[config.mk]
export PLATFORM = sky130hd
export DESIGN_NAME = fixed_partition_fit_allocator
export DESIGN_NICKNAME = d
export VERILOG_FILES = /design/src/rtl/core/fpfa_pkg.sv /design/src/rtl/core/fixed_partition_fit_allocator.sv /design/src/rtl/core/fpfa_ctrl.sv /design/src/rtl/core/fpfa_dp.sv
export SDC_FILE = /design/constraint.sdc
export NUM_CORES = 1
export LEC_CHECK = 0
export BUFFER_PORTS_ARGS = -buffer_cell sky130_fd_sc_hd__buf_2
export CAP_MARGIN = 30
export CORE_MARGIN = 2
export CORE_UTILIZATION = 40
export CTS_CLUSTER_DIAMETER = 200
export CTS_CLUSTER_SIZE = 10
export DETAILED_ROUTE_END_ITERATION = 16
export GPL_ROUTABILITY_DRIVEN = 1
export GPL_TIMING_DRIVEN = 0
export PLACE_DENSITY = 0.62
export SYNTH_ARGS = -nofsm -noshare
export SYNTH_HDL_FRONTEND = slang
export SYNTH_SLANG_ARGS = --single-unit
export TNS_END_PERCENT = 50
[constraint.sdc]
create_clock -name i_clk -period 8.2 [get_ports i_clk]
set_input_delay 1.23 -clock i_clk [delete_from_list [all_inputs] [get_ports i_clk]]
set_output_delay 1.23 -clock i_clk [all_outputs]
set_load 0.005 [all_outputs]
[src/rtl/core/fpfa_pkg.sv]
// fpfa_pkg: shared constants, codes and types of the fixed partition fit allocator
// used by fpfa_ctrl, fpfa_dp and fixed_partition_fit_allocator
`timescale 1ns / 1ps

package fpfa_pkg;

    localparam int PARTITIONS = 4;
    localparam int SIZE_BITS  = 16;
    localparam int PART_BITS  = 2;
    localparam int CFG_BITS   = 3;
    localparam int DATA_BITS  = 16;
    localparam int MODE_BITS  = 2;
    localparam int STAT_BITS  = 2;

    localparam logic [PART_BITS-1:0] LAST_PART = PART_BITS'(PARTITIONS - 1);

    localparam logic OP_PLACE   = 1'b0;
    localparam logic OP_RELEASE = 1'b1;

    localparam logic [MODE_BITS-1:0] MODE_FIRST = 2'd0;
    localparam logic [MODE_BITS-1:0] MODE_BEST  = 2'd1;
    localparam logic [MODE_BITS-1:0] MODE_WORST = 2'd2;

    localparam logic [STAT_BITS-1:0] STAT_DONE     = 2'd0;
    localparam logic [STAT_BITS-1:0] STAT_NO_ROOM  = 2'd1;
    localparam logic [STAT_BITS-1:0] STAT_NEVER    = 2'd2;
    localparam logic [STAT_BITS-1:0] STAT_OVERFLOW = 2'd3;

    localparam logic [CFG_BITS-1:0] CFG_FIT_MODE = 3'd0;
    localparam logic [CFG_BITS-1:0] CFG_PART_0  = 3'd1;
    localparam logic [CFG_BITS-1:0] CFG_PART_3  = 3'd4;

    typedef enum logic [1:0] {
        ST_IDLE,
        ST_SCAN,
        ST_FINISH
    } t_state;

    typedef struct packed {
        logic                 load;
        logic                 scan;
        logic                 finish;
        logic [PART_BITS-1:0] scan_idx;
    } t_cmd;

endpackage

[src/rtl/core/fixed_partition_fit_allocator.sv]
// fixed_partition_fit_allocator: top level, fpfa_ctrl sequencer plus fpfa_dp datapath
// depends on fpfa_pkg, fpfa_ctrl, fpfa_dp
//
// channel   direction  handshake                 payload
// in        input      i_in_valid / o_in_stall   opcode, request_size, target_partition
// out       output     o_out_valid / i_out_stall status, chosen_partition, free_after
// cfg       input      i_cfg_valid / o_cfg_ready cfg_index, cfg_data
//
// a place beat steps through accept, one compare per partition in the scan state, then commit
// a release beat skips the scan: accept, then commit
// the result register frees the input side; commit waits only while a result beat is stalled
// synchronous active-low reset clears all sizes, free space and fit mode to zero
`timescale 1ns / 1ps

module fixed_partition_fit_allocator
    import fpfa_pkg::*;
(
    input  logic                 i_clk,
    input  logic                 i_rst_n,
    input  logic                 i_in_valid,
    output logic                 o_in_stall,
    input  logic                 i_in_opcode,
    input  logic [SIZE_BITS-1:0] i_in_request_size,
    input  logic [PART_BITS-1:0] i_in_target_partition,
    output logic                 o_out_valid,
    input  logic                 i_out_stall,
    output logic [STAT_BITS-1:0] o_out_status,
    output logic [PART_BITS-1:0] o_out_chosen_partition,
    output logic [SIZE_BITS-1:0] o_out_free_after,
    input  logic                 i_cfg_valid,
    output logic                 o_cfg_ready,
    input  logic [CFG_BITS-1:0]  i_cfg_index,
    input  logic [DATA_BITS-1:0] i_cfg_data
);

    t_cmd w_cmd;
    logic w_cfg_we;

    assign o_cfg_ready = 1'b1;
    assign w_cfg_we    = i_cfg_valid && o_cfg_ready;

    fpfa_ctrl u_ctrl (
        .i_clk       (i_clk),
        .i_rst_n     (i_rst_n),
        .i_in_valid  (i_in_valid),
        .i_in_opcode (i_in_opcode),
        .o_in_stall  (o_in_stall),
        .i_out_stall (i_out_stall),
        .o_out_valid (o_out_valid),
        .o_cmd       (w_cmd)
    );

    fpfa_dp u_dp (
        .i_clk              (i_clk),
        .i_rst_n            (i_rst_n),
        .i_cmd              (w_cmd),
        .i_cfg_we           (w_cfg_we),
        .i_cfg_index        (i_cfg_index),
        .i_cfg_data         (i_cfg_data),
        .i_opcode           (i_in_opcode),
        .i_request_size     (i_in_request_size),
        .i_target_partition (i_in_target_partition),
        .o_status           (o_out_status),
        .o_chosen_partition (o_out_chosen_partition),
        .o_free_after       (o_out_free_after)
    );

endmodule

[src/rtl/core/fpfa_ctrl.sv]
// fpfa_ctrl: sequencer for accept, partition scan and result hand-off
// depends on fpfa_pkg
`timescale 1ns / 1ps

module fpfa_ctrl
    import fpfa_pkg::*;
(
    input  logic i_clk,
    input  logic i_rst_n,
    input  logic i_in_valid,
    input  logic i_in_opcode,
    output logic o_in_stall,
    input  logic i_out_stall,
    output logic o_out_valid,
    output t_cmd o_cmd
);

    t_state               r_state, n_state;
    logic [PART_BITS-1:0] r_scan_idx, n_scan_idx;
    logic                 r_out_valid, n_out_valid;
    logic                 w_accept;
    logic                 w_out_free;

    assign o_in_stall  = (r_state != ST_IDLE);
    assign w_accept    = i_in_valid && !o_in_stall;
    assign w_out_free  = !r_out_valid || !i_out_stall;
    assign o_out_valid = r_out_valid;

    always_comb begin
        n_state = r_state;
        case (r_state)
            ST_IDLE: begin
                if (w_accept) begin
                    n_state = (i_in_opcode == OP_RELEASE) ? ST_FINISH : ST_SCAN;
                end
            end
            ST_SCAN: begin
                if (r_scan_idx == LAST_PART) begin
                    n_state = ST_FINISH;
                end
            end
            ST_FINISH: begin
                if (w_out_free) begin
                    n_state = ST_IDLE;
                end
            end
            default: n_state = ST_IDLE;
        endcase
    end

    always_comb begin
        o_cmd          = '0;
        o_cmd.scan_idx = r_scan_idx;
        n_scan_idx     = r_scan_idx;
        case (r_state)
            ST_IDLE: begin
                o_cmd.load = w_accept;
                n_scan_idx = '0;
            end
            ST_SCAN: begin
                o_cmd.scan = 1'b1;
                n_scan_idx = r_scan_idx + 1'b1;
            end
            ST_FINISH: begin
                o_cmd.finish = w_out_free;
            end
            default: o_cmd = '0;
        endcase
    end

    always_comb begin
        n_out_valid = r_out_valid;
        if (o_cmd.finish) begin
            n_out_valid = 1'b1;
        end else if (!i_out_stall) begin
            n_out_valid = 1'b0;
        end
    end

    always_ff @(posedge i_clk) begin
        if (!i_rst_n) begin
            r_state     <= ST_IDLE;
            r_scan_idx  <= '0;
            r_out_valid <= 1'b0;
        end else begin
            r_state     <= n_state;
            r_scan_idx  <= n_scan_idx;
            r_out_valid <= n_out_valid;
        end
    end

    a_finish_needs_room: assert property (@(posedge i_clk) disable iff (!i_rst_n)
        o_cmd.finish |-> (!r_out_valid || !i_out_stall))
        else $error("result committed while output beat still stalled");

    a_scan_starts_at_zero: assert property (@(posedge i_clk) disable iff (!i_rst_n)
        (w_accept && i_in_opcode == OP_PLACE) |=> (r_state == ST_SCAN && r_scan_idx == '0))
        else $error("scan did not start at partition zero");

    a_valid_from_finish: assert property (@(posedge i_clk) disable iff (!i_rst_n)
        $rose(r_out_valid) |-> $past(o_cmd.finish))
        else $error("output valid rose without a finished item");

    a_no_accept_busy: assert property (@(posedge i_clk) disable iff (!i_rst_n)
        (o_cmd.scan || o_cmd.finish) |-> !o_cmd.load)
        else $error("input beat taken while an item is in work");

endmodule

[src/rtl/core/fpfa_dp.sv]
// fpfa_dp: partition sizes, free space, fit scan and result registers
// depends on fpfa_pkg, driven by fpfa_ctrl commands
`timescale 1ns / 1ps

module fpfa_dp
    import fpfa_pkg::*;
(
    input  logic                 i_clk,
    input  logic                 i_rst_n,
    input  t_cmd                 i_cmd,
    input  logic                 i_cfg_we,
    input  logic [CFG_BITS-1:0]  i_cfg_index,
    input  logic [DATA_BITS-1:0] i_cfg_data,
    input  logic                 i_opcode,
    input  logic [SIZE_BITS-1:0] i_request_size,
    input  logic [PART_BITS-1:0] i_target_partition,
    output logic [STAT_BITS-1:0] o_status,
    output logic [PART_BITS-1:0] o_chosen_partition,
    output logic [SIZE_BITS-1:0] o_free_after
);

    logic [SIZE_BITS-1:0] r_part_size [PARTITIONS];
    logic [SIZE_BITS-1:0] r_free      [PARTITIONS];
    logic [MODE_BITS-1:0] r_fit_mode;

    logic                 r_op;
    logic [SIZE_BITS-1:0] r_size;
    logic [PART_BITS-1:0] r_tgt;
    logic                 r_ever;
    logic                 r_found;
    logic [PART_BITS-1:0] r_pick;
    logic [SIZE_BITS-1:0] r_best;

    logic [STAT_BITS-1:0] r_status;
    logic [PART_BITS-1:0] r_chosen;
    logic [SIZE_BITS-1:0] r_free_after;

    logic [PART_BITS-1:0] w_rd_idx;
    logic [SIZE_BITS-1:0] w_cap;
    logic [SIZE_BITS-1:0] w_free;
    logic                 w_fits;
    logic [SIZE_BITS-1:0] w_left;
    logic                 w_take;
    logic [SIZE_BITS:0]   w_sum;
    logic                 w_ovf;
    logic [PART_BITS-1:0] w_cfg_part;
    logic                 w_cfg_size;

    assign w_rd_idx = (r_op == OP_RELEASE) ? r_tgt : i_cmd.scan_idx;
    assign w_cap    = r_part_size[w_rd_idx];
    assign w_free   = r_free[w_rd_idx];
    assign w_fits   = (w_free >= r_size);
    assign w_left   = w_free - r_size;
    assign w_sum    = {1'b0, w_free} + {1'b0, r_size};
    assign w_ovf    = (w_sum > {1'b0, w_cap});

    assign w_cfg_size = i_cfg_we && (i_cfg_index >= CFG_PART_0) && (i_cfg_index <= CFG_PART_3);
    assign w_cfg_part = PART_BITS'(i_cfg_index - CFG_PART_0);

    always_comb begin
        w_take = 1'b0;
        if (w_fits) begin
            case (r_fit_mode)
                MODE_BEST:  w_take = !r_found || (w_left < r_best);
                MODE_WORST: w_take = !r_found || (w_left > r_best);
                default:    w_take = !r_found;
            endcase
        end
    end

    // configuration and free space
    always_ff @(posedge i_clk) begin
        if (!i_rst_n) begin
            r_fit_mode <= MODE_FIRST;
            for (int i = 0; i < PARTITIONS; i++) begin
                r_part_size[i] <= '0;
                r_free[i]      <= '0;
            end
        end else begin
            if (i_cfg_we && i_cfg_index == CFG_FIT_MODE) begin
                r_fit_mode <= i_cfg_data[MODE_BITS-1:0];
            end
            if (w_cfg_size) begin
                r_part_size[w_cfg_part] <= i_cfg_data[SIZE_BITS-1:0];
                r_free[w_cfg_part]      <= i_cfg_data[SIZE_BITS-1:0];
            end
            if (i_cmd.finish) begin
                if (r_op == OP_RELEASE) begin
                    r_free[r_tgt] <= w_ovf ? w_cap : w_sum[SIZE_BITS-1:0];
                end else if (r_ever && r_found) begin
                    r_free[r_pick] <= r_best;
                end
            end
        end
    end

    // item capture and scan
    always_ff @(posedge i_clk) begin
        if (!i_rst_n) begin
            r_op    <= OP_PLACE;
            r_ever  <= 1'b0;
            r_found <= 1'b0;
        end else if (i_cmd.load) begin
            r_op    <= i_opcode;
            r_ever  <= 1'b0;
            r_found <= 1'b0;
        end else if (i_cmd.scan) begin
            if (w_cap >= r_size) begin
                r_ever <= 1'b1;
            end
            if (w_take) begin
                r_found <= 1'b1;
            end
        end
    end

    always_ff @(posedge i_clk) begin
        if (i_cmd.load) begin
            r_size <= i_request_size;
            r_tgt  <= i_target_partition;
        end
        if (i_cmd.scan && w_take) begin
            r_pick <= i_cmd.scan_idx;
            r_best <= w_left;
        end
    end

    // output beat register
    always_ff @(posedge i_clk) begin
        if (i_cmd.finish) begin
            if (r_op == OP_RELEASE) begin
                r_status     <= w_ovf ? STAT_OVERFLOW : STAT_DONE;
                r_chosen     <= r_tgt;
                r_free_after <= w_ovf ? w_cap : w_sum[SIZE_BITS-1:0];
            end else if (!r_ever) begin
                r_status     <= STAT_NEVER;
                r_chosen     <= '0;
                r_free_after <= '0;
            end else if (!r_found) begin
                r_status     <= STAT_NO_ROOM;
                r_chosen     <= '0;
                r_free_after <= '0;
            end else begin
                r_status     <= STAT_DONE;
                r_chosen     <= r_pick;
                r_free_after <= r_best;
            end
        end
    end

    assign o_status           = r_status;
    assign o_chosen_partition = r_chosen;
    assign o_free_after       = r_free_after;

endmodule

Word level (Yosys, flattened, before mapping)
Memories as Yosys holds them, arrays and structs flattened.
Cells that the tools add are included.

word-level totals
  register bits after elaboration = 66
  RAM bits = 128
  bits of input ports = 43
  output and inout bits = 23
  word-level logic and storage cells = 114
  memories kept = 2

operators by class
  $add $sub $neg = 4
  magnitude comparators = 7
  equality and inequality tests = 9
  mux-type cells = 51
  bitwise gates (word level) = 1
  reduce and logical (&&, ||, !) cells = 26

memories
  memory            words  width  rd ports  clocked after memory_dff  write ports  line           text
  u_dp.r_free       4      16     1         0                         4            fpfa_dp.sv:23  logic [SIZE_BITS-1:0] r_free [PARTITIONS];
  u_dp.r_part_size  4      16     1         0                         4            fpfa_dp.sv:22  logic [SIZE_BITS-1:0] r_part_size [PARTITIONS];

operators with widths
  operator                                                            number
  two-way mux 16 bit                                                  8
  OR reduction 16 bit                                                 4
  greater-or-equal comparator 16 bit                                  2
  two-way mux 2 bit                                                   16
  two-way mux 1 bit                                                   24
  adder 16 x 16 -> 17 bit                                             1
  greater-than comparator 17 x 16 -> 1 bit                            1
  greater-than comparator 16 bit                                      1
  less-than comparator 16 bit                                         1
  subtractor 16 bit                                                   1
  != test 2 x 1 -> 1 bit (second input constant)                      4
  == test 2 bit (second input constant)                               3
  logical AND 1 bit                                                   6
  one-hot mux 2 bit (3 select lines)                                  1
  == test 2 x 1 -> 1 bit (second input constant)                      2
  zero test 1 bit                                                     4
  one-hot mux 2 bit (2 select lines)                                  1
  AND reduction 2 bit                                                 2
  nonzero test 2 bit                                                  2
  greater-or-equal comparator 3 x 1 -> 1 bit (second input constant)  1
  <= comparator 3 bit (second input constant)                         1
  zero test 3 bit                                                     1
  logical OR 1 bit                                                    3
  AND reduction 3 bit                                                 1
  7 further kinds                                                     7

Logic depth before layout (Yosys ltp)
An unclocked memory read counts as a cell.

  depth after elaboration = 11
  mapped depth = 26
  mapped depth without buffers = 23

Modules after synthesis
From an unflattened synthesis, not the netlist that was laid out.

unflattened totals
  cells, all modules = 1097
  area total of the unflattened synthesis = 11992.8 um^2

modules (own cells, without submodules)
  module                         times used  cells an instance  area each (um^2)  sequential area each (um^2)
  fpfa_dp                        1           1062               11702.5           5625.4
  fpfa_ctrl                      1           33                 279.0             100.1
  fixed_partition_fit_allocator  1           2                  11.3              0.0

Worst setup path before layout
OpenSTA, ideal clock, no wires.

  path type = register -> register
  from = reg u_ctrl.r_state[1]
  to = mem u_dp.r_free[0][8] (data pin)
  library setup time = 0.271 ns
  arrival time = 5.570 ns
  required time = 7.929 ns
  path slack = 2.359 ns
  cell stages (with the launch flop) = 26
  buffers on the path = 6
  period minus slack after synthesis = 5.841 ns
  cell sequence = dfxtp_1 -> buf_2 -> nand2_1 -> nand2_1 -> o21a_1 -> buf_2 -> buf_2 -> buf_2 -> mux4_2 -> ha_1 -> clkbuf_1 -> nor2_1 -> nand2_1 -> o211ai_1 -> a311oi_2 -> or4_1 -> nand4_1 -> ha_1 -> nor2b_1 -> o311ai_0 -> a21boi_0 -> a311oi_2 -> buf_2 -> a21oi_1 -> o31ai_1 -> o21ai_0

RTL lines
  what                    line             text
  start, declared         fpfa_ctrl.sv:18  t_state r_state, n_state;
  start signal, assigned  fpfa_ctrl.sv:86  r_state <= n_state;
  end, declared           fpfa_dp.sv:23

==> flow_metrics.py <==
metrics = {
    "finish": {
        "areaGrowthSynthToFinish_pct": 14.58,
        "final_layout_size_suffix_gt1_share_pct": 17.92,
        "nFillCells": 2657,
        "num-nets-final": 1222,
        "regArea_um2": 5725,
        "multi_input_area_um2": 5299,
        "stdcell_count": 1489,
        "final_util_pct": 46.28,
        "num_antenna_cells": 0,
    },
    "critical_path": {
        "worstSetupPathType": "reg -> reg",
        "crit_family": "compound AO/OA/AOI/OAI gates",
        "start_kind": "flop",
        "worstPathMaxFanout": 19,
        "critPathCaptureType": "flop",
        "cp_slowest_stage_delay_ns": 0.62,
        "critPathBufInv": 5,
        "cp_cell_sequence": "buf_2 -> clkinv_1 -> a21boi_2 -> clkbuf_4 -> mux4_2 -> ha_1 -> buf_6 -> nor3b_1 -> nor3_1 -> o211ai_1 -> a311oi_2 -> or4_1 -> nand4_1 -> ha_1 -> nand3_1 -> nor2_1 -> nand4_1 -> a21boi_0 -> a311oi_2 -> buf_2 -> a21oi_1 -> a21oi_1 -> o221ai_1",
        "cp_slowest_cell": "a311oi_2",
        "critical_path_required_ns": 8.37,
        "critPathArrivalTime_ns": 7.97,
    },
    "grt": {
        "grt-ovfl-total": 0,
        "grt_first_pass_wirelength_um": 51900,
        "grt_pass1_vias": 8426,
        "antenna_found_initial": 0,
        "track_usage_pct": 23.82,
        "grt_max_degree": 25,
    },
    "pwr": {
        "fin_total_pwr_uw": 2873,
        "ir_drop_uv": 165.9,
        "cellLeakagePower_uw": 0.005194,
        "powerDensity_nw_per_um2": 218.1,
    },
    "placement": {
        "place_ws_ns": -0.2726,
        "hpwl_um": 26430,
        "gp_congestion": 0.9203,
        "dp.cells": 1457,
        "io_buffers": 64,
    },
    "outcome": {
        "outcome": "finished clean",
    },
    "sta": {
        "relSlewSlack_pct": 30.54,
        "worst_hold_slack_ns": 0.5072,
        "setup_viol": 0,
        "timing.final.crit_share_pct": 95.08,
        "finalHoldViolCount": 0,
        "fin_crit_ns": 7.796,
        "fmax_ghz": 0.1283,
        "worst_slack_ns": 0.4038,
        "tightest_slew_ns": 1.029,
        "fin_skew_ns": 0.02239,
        "slew_viol_final": 0,
        "rsz0062_at_grt": "no",
    },
    "floorplan": {
        "die_h_um": 173.5,
        "start_util_pct": 40.39,
        "row_count": 62,
        "die_width_um": 173.5,
        "die_area_um2": 30120,
        "core_area_um2": 28470,
        "pin_count": 66,
    },
    "detailed_routing": {
        "drc": 0,
        "drt_iter0_markers": 970,
        "vias": 8661,
        "wire_per_inst_um": 23.85,
        "viasPerCell": 5.817,
        "wl_um": 35520,
        "dr.pass1.iters": 5,
        "final_antenna_net_count": 0,
    },
    "clock_network": {
        "postCtsHoldBufs": 0,
        "cts_buffers": 17,
        "htreeDepth": 4,
        "path_clk_slew_ns": 0.09,
        "numClockSinks": 194,
        "cts_tree": "built",
        "cts_setup_buffers": 0,
        "cts_buffer_depth": 2,
        "clock-root-buffer": "clkbuf_16",
        "clk_latency_ns": 0.47,
    },
    "synth": {
        "synth_xor_area_share_pct": 2.057,
        "synth_area_um2": 11500,
        "synthFlopType": "edfxtp_1",
        "yosys-top-cells-area": "edfxtp_1 48%, ha_1 9.2%, mux4_2 6.3%",
        "synth_cell_types": 73,
        "synth_top_family_by_area": "compound AO/OA/AOI/OAI gates",
        "yosys.area.top_type": "edfxtp_1",
        "ys_seq_area_share_pct": 49.79,
        "synth_compound_area_share_pct": 13.60,
        "synth_top_area_share_pct": 48.05,
        "synth_warnings": 0,
        "synth.most_common_cell": "edfxtp_1",
        "synth_seq_cells": 194,
        "synth_adder_area_share_pct": 9.597,
        "ys_top_cells_by_count": "184 x edfxtp_1, 93 x nand2_1, 85 x ha_1",
        "synth_enable_flop_cells": 184,
        "synthMuxAreaShare_pct": 8.313,
        "synthCells": 1000,
        "syn_nets": 1130,
        "synth-simple-area-share_pct": 12.13,
        "async_flop_share_pct": 0,
        "postSynthAreaPerCell_um2": 11.50,
    },
    "hold_path": {
        "min_path_type": "reg -> reg",
    },
    "job": {
        "maxCapViolations": 0,
    },
}
-- worst paths after layout --
path	slack [ns]	from	to	cells after the start
setup / recovery	0.40	u_dp.r_op	u_dp.r_free[2][6]	23
hold / removal	0.51	u_ctrl.o_out_valid	u_ctrl.o_out_valid	2
setup reg to reg	0.40	u_dp.r_op	u_dp.r_free[2][6]	23
hold reg to reg	0.51	u_ctrl.o_out_valid	u_ctrl.o_out_valid	2
-- worst register-to-register path, stage by stage (launching register included) --
cell and delay, ns:
dfxtp_1 0.31, buf_2 0.20, clkinv_1 0.44, a21boi_2 0.54, clkbuf_4 0.50, mux4_2 0.43
ha_1 0.31, buf_6 0.13, nor3b_1 0.06, nor3_1 0.39, o211ai_1 0.32, a311oi_2 0.51
or4_1 0.18, nand4_1 0.16, ha_1 0.35, nand3_1 0.09, nor2_1 0.26, nand4_1 0.25
a21boi_0 0.22, a311oi_2 0.62, buf_2 0.35, a21oi_1 0.10, a21oi_1 0.57, o221ai_1 0.21
-- registers in the layout (all words and copies together) (netlist names), 16 cells and up --
name               cells
u_dp.o_free_after     16
u_dp.r_best           16
u_dp.r_free           64
u_dp.r_part_size      64
u_dp.r_size           16
-- report_power, final --
part	total, uW	internal (uW)	leakage, uW	switching (uW)
Combinational	775	274	0.00299	501
Clock	925	434	0.000311	490
Sequential	1170	1150	0.00189	22.0
-- metrics by stage --
step	TNS, ns	cell area, um2
6_report	0	13180
5_1_grt	0	13180
4_1_cts	0	13150
3_5_place_dp	-1.738	12500
3_3_place_gp	-2.215	12300
2_1_floorplan	0	11500
-- final cells by class --
| class | count | area share (%) |
|---|---|---|
| sequential | 194 | 43.46 |
| inverter | 86 | 2.450 |
| multi-input combinational | 677 | 40.22 |
| clock buffer | 17 | 3.229 |
| timing repair buffer | 74 | 3.827 |
| tap | 384 | 3.647 |
| clock inverter | 15 | 1.709 |
| buffer | 42 | 1.462 |
-- metal layers --
metal	vias to the layer above	routed length (um)	track usage, %
li1	3927	-	-
met1	4200	14470	31.75
met2	468	16010	36.58
met3	66	4026	8.158
met4	0	1015	7.662
met5	-	0	0
-- cell families (layout without fill, tap and decap cells) --
family                   after synthesis  in the layout
AND/OR/NAND/NOR                      279            279
AO/OA/AOI/OAI                        230            230
flip-flops                           194            194
buffers and inverters                129            234
adder cells (fa/ha/maj)               87             87
multiplexers                          53             53
XOR/XNOR                              27             27
other                                  1              1
-- repair_timing --
action,4_1_cts,5_1_grt
gates resized for setup,1,4
endpoints found under the setup margin,31,27
pin swaps,0,0
-- placed cells by master, fill, tap and decap left out, types with 6 or more instances in the layout --
cell       count
xnor2_1       21
a21oi_1       66
inv_1         84
o221ai_1      34
clkbuf_1      25
and3_1        13
clkbuf_16     17
buf_2         74
mux4_2        32
nor3_1        12
edfxtp_1     184
nor2b_1       13
inv_12         6
o31ai_1        7
a211oi_1       7
nand4_1        9
o21ai_0       36
nand3_1       14
buf_8          6
ha_1          85
nor2_1        43
nand2b_1      14
and2_1        48
nand2_1       93
o21bai_1       7
dfxtp_1       10
xor2_1         6
o22ai_1       16
mux2_2        16
a21o_1         9
Power figures use the tool's default switching activity.
